<file path="config.mk">
export PLATFORM = sky130hd
export DESIGN_NAME = apsp_ram
export DESIGN_NICKNAME = d
export VERILOG_FILES = /design/src/rtl/assert_macros.svh /design/src/rtl/apsp_ram.sv
export SDC_FILE = /design/constraint.sdc
export NUM_CORES = 1
export LEC_CHECK = 0
export BUFFER_PORTS_ARGS = -buffer_cell sky130_fd_sc_hd__buf_2
export CORE_AREA = 2 2 97 99
export CTS_BUF_LIST = sky130_fd_sc_hd__clkbuf_16
export CTS_CLUSTER_DIAMETER = 40
export DETAILED_ROUTE_END_ITERATION = 7
export DIE_AREA = 0 0 99 101
export GPL_TIMING_DRIVEN = 0
export PLACE_DENSITY = 0.78
export SLEW_MARGIN = 20
export SYNTH_ARGS = -nofsm -noshare
export SYNTH_HDL_FRONTEND = slang
export SYNTH_SLANG_ARGS = --single-unit
</file>
<file path="constraint.sdc">
create_clock -name aclk -period 2.3 [get_ports aclk]
set_input_delay 0.345 -clock aclk [delete_from_list [all_inputs] [get_ports aclk]]
set_output_delay 0.345 -clock aclk [all_outputs]
set_load 0.01 [all_outputs]
</file>
<file path="src/rtl/assert_macros.svh">
// Assertion macros used by the top-level RTL file.
`ifndef ASSERT_MACROS_SVH
`define ASSERT_MACROS_SVH
`ifndef SYNTHESIS
`define APSP_ASSERT(label, clk, rstn, prop, msg) \
    label: assert property (@(posedge clk) disable iff (!rstn) prop) else $error(msg);
`define APSP_ASSERT_NEVER(label, clk, rstn, cond, msg) \
    label: assert property (@(posedge clk) disable iff (!rstn) !(cond)) else $error(msg);
`else
`define APSP_ASSERT(label, clk, rstn, prop, msg)
`define APSP_ASSERT_NEVER(label, clk, rstn, cond, msg)
`endif
`endif

</file>
<file path="src/rtl/apsp_ram.sv">
// Generic single-write, single-read RAM with registered read data.
module apsp_ram #(
    parameter int WIDTH = 8,
    parameter int DEPTH = 16
) (
    input  logic                     aclk,
    input  logic                     wr_en,
    input  logic [$clog2(DEPTH)-1:0] wr_addr,
    input  logic [WIDTH-1:0]         wr_data,
    input  logic [$clog2(DEPTH)-1:0] rd_addr,
    output logic [WIDTH-1:0]         rd_data
);

    logic [WIDTH-1:0] mem_reg [DEPTH];
    logic [WIDTH-1:0] rd_data_reg;

    always_ff @(posedge aclk) begin
        if (wr_en) begin
            mem_reg[wr_addr] <= wr_data;
        end
        rd_data_reg <= mem_reg[rd_addr];
    end

    assign rd_data = rd_data_reg;

endmodule

</file>
# Word-level counts from Yosys, hierarchy flattened
# Memory sizes are Yosys's and may differ from the RTL's. A register that Yosys moved wholly into a read port is not among the register bits.
# Cells that the tools add are included.
[word_totals] regBits=0 ram_bits=128 input_bits=18 out_inout_bits=8 wordCells=3 mem_count=1
[op_classes] n_mux=2
[mem_list] memory="mem_reg" words=16 width=8 rd=1 rd_ports_with_merged_regs=1 write_ports=1 line="apsp_ram.sv:14" text="logic [WIDTH-1:0] mem_reg [DEPTH];"
[op_table] operator="two-way mux 1 bit" count=2

# Logic depth before layout (Yosys ltp)
# Gate-level depths: netlist (run 1).
[depth] word_depth=2 ltp_mapped=5 mapped_depth_nobuf=3

# Worst setup path before layout (run 1)
# Ideal clock, no wire load.
[synth_timing] kind="input port to flip-flop" start="input port wr_addr[2]" end="memory mem_reg[0][0] (enable)" t_arrival_ps=1455 t_required_ps=1917 path_slack_ps=462 stages=2 cell_sequence="or3b_2 -> nor3_1"
[synth_lines] element="start: declaration" line="apsp_ram.sv:8" text="input logic [$clog2(DEPTH)-1:0] wr_addr,"
[synth_lines] element="end: declaration" line="apsp_ram.sv:14"
# Straight into the memory's write port.

# Worst setup path in the final report (run 1)
[layout_timing] start="input port wr_addr[2]" end="memory mem_reg[3][5] (enable)"
# Straight into the memory's write port.

==> metrics.txt, run 1 <==
status=finished clean; Slew Viols, Final=0; CP Max Fanout=8; RSZ-0062 raised after global routing=no; placer congestion estimate=0.747; Core Box Area=8980 um2; max FFs per register=128; CP startpoint=wr_addr[2]; final wirelength=9.84 mm; CP Depth=3; Tot GR Track Use=21.2%; Cell Rows=35; Setup Buffers After CTS=0; grt total ovfl=0; Initial Utilization=57.3%; fin crit share=72.3%; Post-CTS Hold Buffers=0; first-pass GRT wire length=14.5 mm; Ant. Diodes=0; die width=99 um; most common cell in the netlist=edfxtp_1; final setup fails=0; total CTS buffers=17; reg2reg start=mem_reg[5][0]; Crit path max-delay family=simple AND/OR/NAND/NOR gates; worst min path class=in2reg; Critical path buffers and inverters=1; Slew HR=42.8%; worst path arrival time=1.69 ns; PD cells=925 nW/um2; Setup Skew=0.00545 ns; number of global-route vias before repair=2,441; cell taking the most area after synthesis=edfxtp_1; Worst R2R Setup Slack=0.81 ns; Ports=26; DRC Markers=0; register area share after synthesis=77.8%; Chip Height=101 um; total number of vias=2,441; 1st-iter DRT viols=299; Yosys reg bits=136; pin count of the biggest net entering global routing=17; setup tns final=0 ns; post-cts resize count=0; fill count=530; commonest cells in the netlist=edfxtp_1 (128), mux4_2 (18), a22oi_1 (16), mux4_1 (14), nor2_1 (13); clk_lat worst skew=0.40 ns; Synth Flop Type=edfxtp_1; CP max stage cell=nor2_1; PortBufs=24; Async S/R FF share, synth=0%; area grow syn2layout=16.0%; crit start category=input port; dpl ws=0.264 ns; routed vias/inst=6.16; DP HPWL=5.87 mm; First-pass DRT Iterations=4; die area=10000 um2; Mapped Cells=229; Worst VDD drop=0.574 mV; Clock Tree Buf Depth=2; synthesized area per cell=22.5 um2; worst hold stages=1; worst setup path end=mem_reg[3][5]; Max Cap Viol=0; Setup CP Type=in2reg; CP Capture Type=flop; root buffer cell=clkbuf_16; Required @ worst endpoint=2.33 ns; Mapped Nets=247; initial antenna violation count=0; Tmin final=1.66 ns; hold_ws=0.342 ns; worst-margin pin slew=0.854 ns; Reg-to-Reg End=rd_data[0]; fin nets=290; CTS tree=yes; f_max=601 MHz; Pleak=2.01 nW; share of post-route cells with drive strength above 1=28.1%; leading post-synthesis cells by cell area=edfxtp_1 (75%), mux4_2 (7.9%), mux4_1 (7.1%); Synth top area share=74.7%; H-tree depth=4; CP max stage delay=0.68 ns; final count of hold timing violations=0; Final WS setup=0.636 ns; number of synthesized flops with an enable pin=128; Yosys cell types=19; area of the mapped netlist=5150 um2; YS warnings=0; Wirelength per Cell=24.9 um; worst r2r path cells=3; clk sinks=136; Clock transition at path regs=0.05 ns; crit path cell chain=buf_2 > or3b_2 > nor2_1; Antenna Nets Post-Route=0
==> stage by stage <==
step	power (W)	area, um2	std cells	util, %
after floorplan	0.00298	5150	229	-
after global placement	0.00309	5410	364	60.2
after detailed placement	0.00310	5430	364	60.4
after CTS	0.00555	5970	396	66.5
after global routing	0.00568	5970	396	66.5
final	0.00552	5970	396	66.5
==> area by class of cell <==
| class | count | area, um2 | area share [%] |
|---|---|---|---|
| tap | 111 | 139 | 2.33 |
| buffer | 10 | 86.3 | 1.45 |
| sequential | 136 | 4000 | 67.0 |
| multi-input combinational | 83 | 1080 | 18.0 |
| timing repair buffer | 24 | 120 | 2.01 |
| clock buffer | 17 | 425 | 7.12 |
| clock inverter | 15 | 121 | 2.03 |
==> routing by layer <==
layer  global-route usage, %  wire [um]
met5                       0          0
met4                    9.17        195
met3                    5.69        966
met2                    31.0       4910
met1                    30.7       3780
==> logic make-up (layout without fill, tap and decap cells) <==
| kind of cell | Yosys count | count (layout) | share of synthesized area, % |
|---|---|---|---|
| AOI/OAI and AO/OA | 16 | 16 | 2.33 |
| buffers and inverters | 10 | 66 | 1.68 |
| DFF | 136 | 136 | 77.8 |
| muxes | 32 | 32 | 15.0 |
| and+or+nand+nor | 35 | 35 | 3.18 |
==> where the power goes <==
part | switching [W] | internal [W] | total (W)
logic | 0.000160 | 0.000110 | 0.000270
registers | 0.0000137 | 0.00277 | 0.00279
clock network | 0.000912 | 0.00155 | 0.00247
total | 0.00109 | 0.00444 | 0.00552
==> how the worst min path moves through the flow <==
stage	end	slack, ns	startpoint
2_1_floorplan	mem_reg[0][0]	0.44	wr_data[0]
3_5_place_dp	rd_data[4]	0.68	mem_reg[10][4]
5_1_grt	mem_reg[14][6]	0.34	wr_data[6]
3_3_place_gp	rd_data[4]	0.66	mem_reg[11][4]
4_1_cts	mem_reg[10][5]	0.33	wr_data[5]
6_report	mem_reg[14][6]	0.34	wr_data[6]
==> cell usage in the layout, fill, tap and decap left out, types with 2 or more instances in the layout <==
cell and n:
a22oi_1 16, buf_2 27, buf_6 3, bufinv_16 2, clkbuf_16 17, clkdlybuf4s25_2 3, clkinv_1 5, clkinvlp_4 3
dfxtp_1 8, edfxtp_1 128, inv_1 4, mux4_1 14, mux4_2 18, nand2_1 9, nand2b_1 2, nand3b_1 2
nor2_1 13, nor3_2 4
No activity file was read; power rests on OpenSTA's default activity.
==> inputs of run 2 (changes only) <==
- CORE_AREA: 2 2 97 99 -> 2 2 101 103
- DIE_AREA: 0 0 99 101 -> 0 0 103 105
- PLACE_DENSITY: 0.78 -> 0.75
- clock period: 2.3 -> 1.5 ns (I/O delays scaled with it)
==> metrics.txt, run 2 (synthesized netlist as in run 1, its figures left out) <==
status=finished with violations; failing checks=negative setup slack; WHS Endpoint=mem_reg[3][0]; PD cells=1500 nW/um2; routed vias/inst=5.78; Slew Viols, Final=0; f_max=640 MHz; Antenna Nets Post-Route=0; root buffer cell=clkbuf_16; Cell Rows=36; pin count of the biggest net entering global routing=17; beginning of the worst hold path=wr_data[0]; CTS tree=yes; Max Cap Viol=0; H-tree depth=4; Final WS setup=-0.0617 ns; Required @ worst endpoint=1.53 ns; share of post-route cells with drive strength above 1=31.6%; clk sinks=136; clk_lat worst skew=0.41 ns; Worst R2R Setup Slack=0.07 ns; Ports=26; worst path arrival time=1.59 ns; PortBufs=24; placer congestion estimate=0.740; Clock transition at path regs=0.06 ns; Clock Tree Buf Depth=2; die width=103 um; grt total ovfl=0; RSZ-0062 raised after global routing=yes; worst r2r path cells=3; fin nets=290; worst min path class=in2reg; First-pass DRT Iterations=4; area grow syn2layout=18.7%; worst hold stages=1; Worst VDD drop=1.01 mV; non-filler cells, final=418; 1st-iter DRT viols=199; crit path cell chain=buf_2 > or3b_2 > nor2_1; CP Capture Type=flop; CP max stage cell=nor2_1; first-pass GRT wire length=14.8 mm; Ant. Diodes=0; reg2reg start=mem_reg[2][0]; DP HPWL=6.14 mm; Pleak=2.06 nW; hold_ws=0.196 ns; final wirelength=9.63 mm; crit start category=input port; Tot GR Track Use=20.1%; Wirelength per Cell=23.0 um; final count of hold timing violations=0; Chip Height=105 um; worst-margin pin slew=0.927 ns; Reg-to-Reg End=rd_data[0]; Setup CP Type=in2reg; CP max stage delay=0.73 ns; final setup fails=23; Initial Utilization=53.4%; Tmin final=1.56 ns; die area=10,800 um2; Core Box Area=9640 um2; Setup Skew=0.0108 ns; initial antenna violation count=0; max FFs per register=128; leading cell types in the layout, fill and taps excluded=edfxtp_1 (128), buf_2 (27), mux4_2 (18), clkbuf_16 (17), a22oi_1 (15); commonest non-fill, non-tap cell in the layout=edfxtp_1; Post-CTS Hold Buffers=0; total CTS buffers=17; Post-Place Cells=386; Setup Buffers After CTS=0; number of global-route vias before repair=2,523; CP Max Fanout=8; Slew HR=37.9%; fin crit share=104%; total number of vias=2,416; DRC Markers=0
==> run 2: cell type report <==
cell class                      count  area, um2
Multi-Input combinational cell     83       1080
Tap cell                          133        166
Timing Repair Buffer               24        120
Sequential cell                   136       4000
Clock buffer                       17        425
Fill cell                         678       3530
Clock inverter                     15        224
Buffer                             10       86.3
==> run 2: timing repair <==
| action | 4_1_cts | 5_1_grt |
|---|---|---|
| setup endpoints to repair | 24 | 26 |
| pin swaps | 0 | 0 |
| gates resized for setup | 0 | 1 |
==> run 2: worst max-delay path by stage <==
stage | slack, ns | end | depth (start not counted) | startpoint
finish | -0.06 | mem_reg[1][5] | 3 | wr_addr[2]
detailed placement | -0.45 | mem_reg[2][2] | 3 | wr_addr[2]
floorplan | 0.009 | mem_reg[3][0] | 2 | wr_addr[2]
CTS | -0.03 | mem_reg[2][6] | 3 | wr_addr[2]
global route | -0.09 | mem_reg[2][6] | 3 | wr_addr[2]
global placement | -0.50 | mem_reg[4][5] | 3 | wr_addr[3]
==> run 2: through the flow <==
stage               utilization (%)  total power, W  setup slack, ns  TNS, ns  cell area [um2]
floorplan                         -         0.00457          0.00885        0             5150
global placement               56.4         0.00473           -0.502   -30.26             5440
detailed placement             56.6         0.00476           -0.455   -26.07             5450
CTS                            63.3         0.00924          -0.0284   -0.536             6100
global route                   63.4         0.00945          -0.0875    -1.73             6110
finish                         63.4         0.00917          -0.0617   -0.878             6110
==> run 2: power by group <==
part / internal [W] / switching [W] / total, W / leakage (nW)
sequential: 0.00425 / 0.0000206 / 0.00427 / 1.22
combinational: 0.000169 / 0.000237 / 0.000406 / 0.520
clock: 0.00296 / 0.00154 / 0.00450 / 0.314
==> run 2: routing by layer <==
layer	vias up	track usage [%]	share of wire [%]	wire length (um)
li1	1062	-	-	-
met1	1237	29.2	41	3920
met2	105	29.3	50	4800
met3	12	6.02	8.0	771
met4	0	6.95	1.4	135
met5	-	0	0	0
==> run 2: critical path, delay by kind of cell <==
kind | cells | cell delay, ns
buf+inv | 1 | 0.11
simple gates | 2 | 1.25
==> inputs of run 3 (changes only) <==
- BUFFER_PORTS_ARGS: -buffer_cell sky130_fd_sc_hd__buf_2 -> default
- CORE_AREA: 2 2 101 103 -> 2 2 99 101
- DIE_AREA: 0 0 103 105 -> 0 0 101 103
- DONT_BUFFER_PORTS: default -> 1
- GPL_ROUTABILITY_DRIVEN: default -> 0
- MAX_ROUTING_LAYER: default -> met4
==> metrics.txt, run 3 (synthesized netlist as in run 1, its figures left out) <==
CP Max Fanout=1; die width=101 um; final wirelength=9.78 mm; Pleak=1.99 nW; grt total ovfl=0; Required @ worst endpoint=1.78 ns; Tot GR Track Use=20.8%; clk sinks=136; first-pass GRT wire length=14.2 mm; WHS Endpoint=mem_reg[12][6]; Ant. Diodes=0; crit start category=flop; RSZ-0062 raised after global routing=no; commonest non-fill, non-tap cell in the layout=edfxtp_1; Slew Viols, Final=0; First-pass DRT Iterations=4; die area=10,400 um2; status=finished clean; max FFs per register=128; Clock Tree Buf Depth=2; CP max stage cell=mux4_1; Max Cap Viol=0; combinational fraction of design power=4.0%; area grow syn2layout=16.8%; fin util=63.6%; worst r2r path cells=3; f_max=706 MHz; NetSw=0.00173 W; Reg-to-Reg End=rd_data[3]; Chip Height=103 um; Slew HR=43.9%; pin count of the biggest net entering global routing=17; Wirelength per Cell=25.5 um; worst min path class=in2reg; CP Capture Type=flop; Core Box Area=9460 um2; Worst VDD drop=0.745 mV; 1st-iter DRT viols=185; fin crit share=94.5%; worst hold stages=1; fin nets=274; Clock transition at path regs=0.06 ns; reg2reg start=mem_reg[7][3]; PortBufs=0; Antenna Nets Post-Route=0; worst path arrival time=1.70 ns; internal power=0.00716 W; placement-stage cell area=5310 um2; CP startpoint=mem_reg[7][3]; final setup fails=0; leading cell types in the layout, fill and taps excluded=edfxtp_1 (128), mux4_2 (18), clkbuf_16 (17), a22oi_1 (14), mux4_1 (14); DRC Markers=0; Setup CP Type=reg2reg; Ports=26; final count of hold timing violations=0; H-tree depth=4; total number of vias=2,345; number of global-route vias before repair=2,313; Worst R2R Setup Slack=0.08 ns; Tmin final=1.42 ns; DP HPWL=6.00 mm; total CTS buffers=17; share of post-route cells with drive strength above 1=24.2%; CP max stage delay=0.53 ns; Initial Utilization=54.4%; crit path cell chain=mux4_1 > a22oi_1 > nand2_1; initial antenna violation count=0; Setup Skew=0.00819 ns; PD cells=1480 nW/um2; root buffer cell=clkbuf_16; sw frac=19.4%; CTS tree=yes; Clock Power Share=47.7%; Cell Rows=36; beginning of the worst hold path=wr_addr[0]; clk_lat worst skew=0.41 ns; routed vias/inst=6.12; worst-margin pin slew=0.839 ns; design area=6010 um2; Sequential Power Share=48.3%
[run 3: worst max-delay path by stage]
stage,to,cells past startpoint
final,rd_data[3],3
after global routing,rd_data[3],3
after CTS,rd_data[0],3
after detailed placement,mem_reg[3][1],2
after global placement,mem_reg[4][7],2
after floorplan,mem_reg[3][0],2
[run 3: power groups by stage]
stage          Clock (W)  Sequential (W)  Combinational, W
2_1_floorplan          0         0.00436          0.000216
3_3_place_gp           0         0.00436          0.000280
3_5_place_dp           0         0.00437          0.000283
4_1_cts          0.00429         0.00429          0.000359
5_1_grt          0.00444         0.00430          0.000384
6_report         0.00424         0.00429          0.000358
[run 3: cell type report]
class	instances	area, um2
flip-flops and latches	136	4000
fillers	618	3450
well taps	114	143
clock inverters	15	186
plain buffers	10	86.3
repair buffers	8	80.1
clock buffers	17	425
multi-input cells	83	1090
[run 3: critical path, delay by kind of cell, from the launching register on]
| kind | cells | cell delay (ns) |
|---|---|---|
| simple gates | 1 | 0.09 |
| compound gates | 1 | 0.31 |
| mux | 1 | 0.53 |
| flops | 1 | 0.37 |
[run 3: routing by layer]
metal / vias to the layer above / share of wire [%] / wire length (um) / GRT usage [%]
li1: 1027 / - / - / -
met1: 1216 / 41 / 4000 / 26.1
met2: 85 / 50 / 4930 / 32.7
met3: 17 / 7.1 / 692 / 6.03
met4: 0 / 1.7 / 167 / 7.59
met5: - / 0 / 0 / -
[run 3: through the flow]
stage	worst slack (ns)	instances	hold WS, ns	power [W]	setup TNS [ns]
after floorplan	0.00885	229	0.324	0.00457	0
after global placement	-0.325	343	0.325	0.00464	-15.84
after detailed placement	-0.285	343	0.325	0.00465	-8.87
after CTS	0.0160	383	0.0943	0.00894	0
after global routing	0.0300	383	0.103	0.00912	0
final	0.0827	383	0.0972	0.00889	0
[run 3: repair_timing]
item	in CTS	in global routing
hold endpoints to repair	128	0
endpoints found under the setup margin	0	2
setup buffers	0	0
hold buffers	8	0
gates resized for setup	0	2
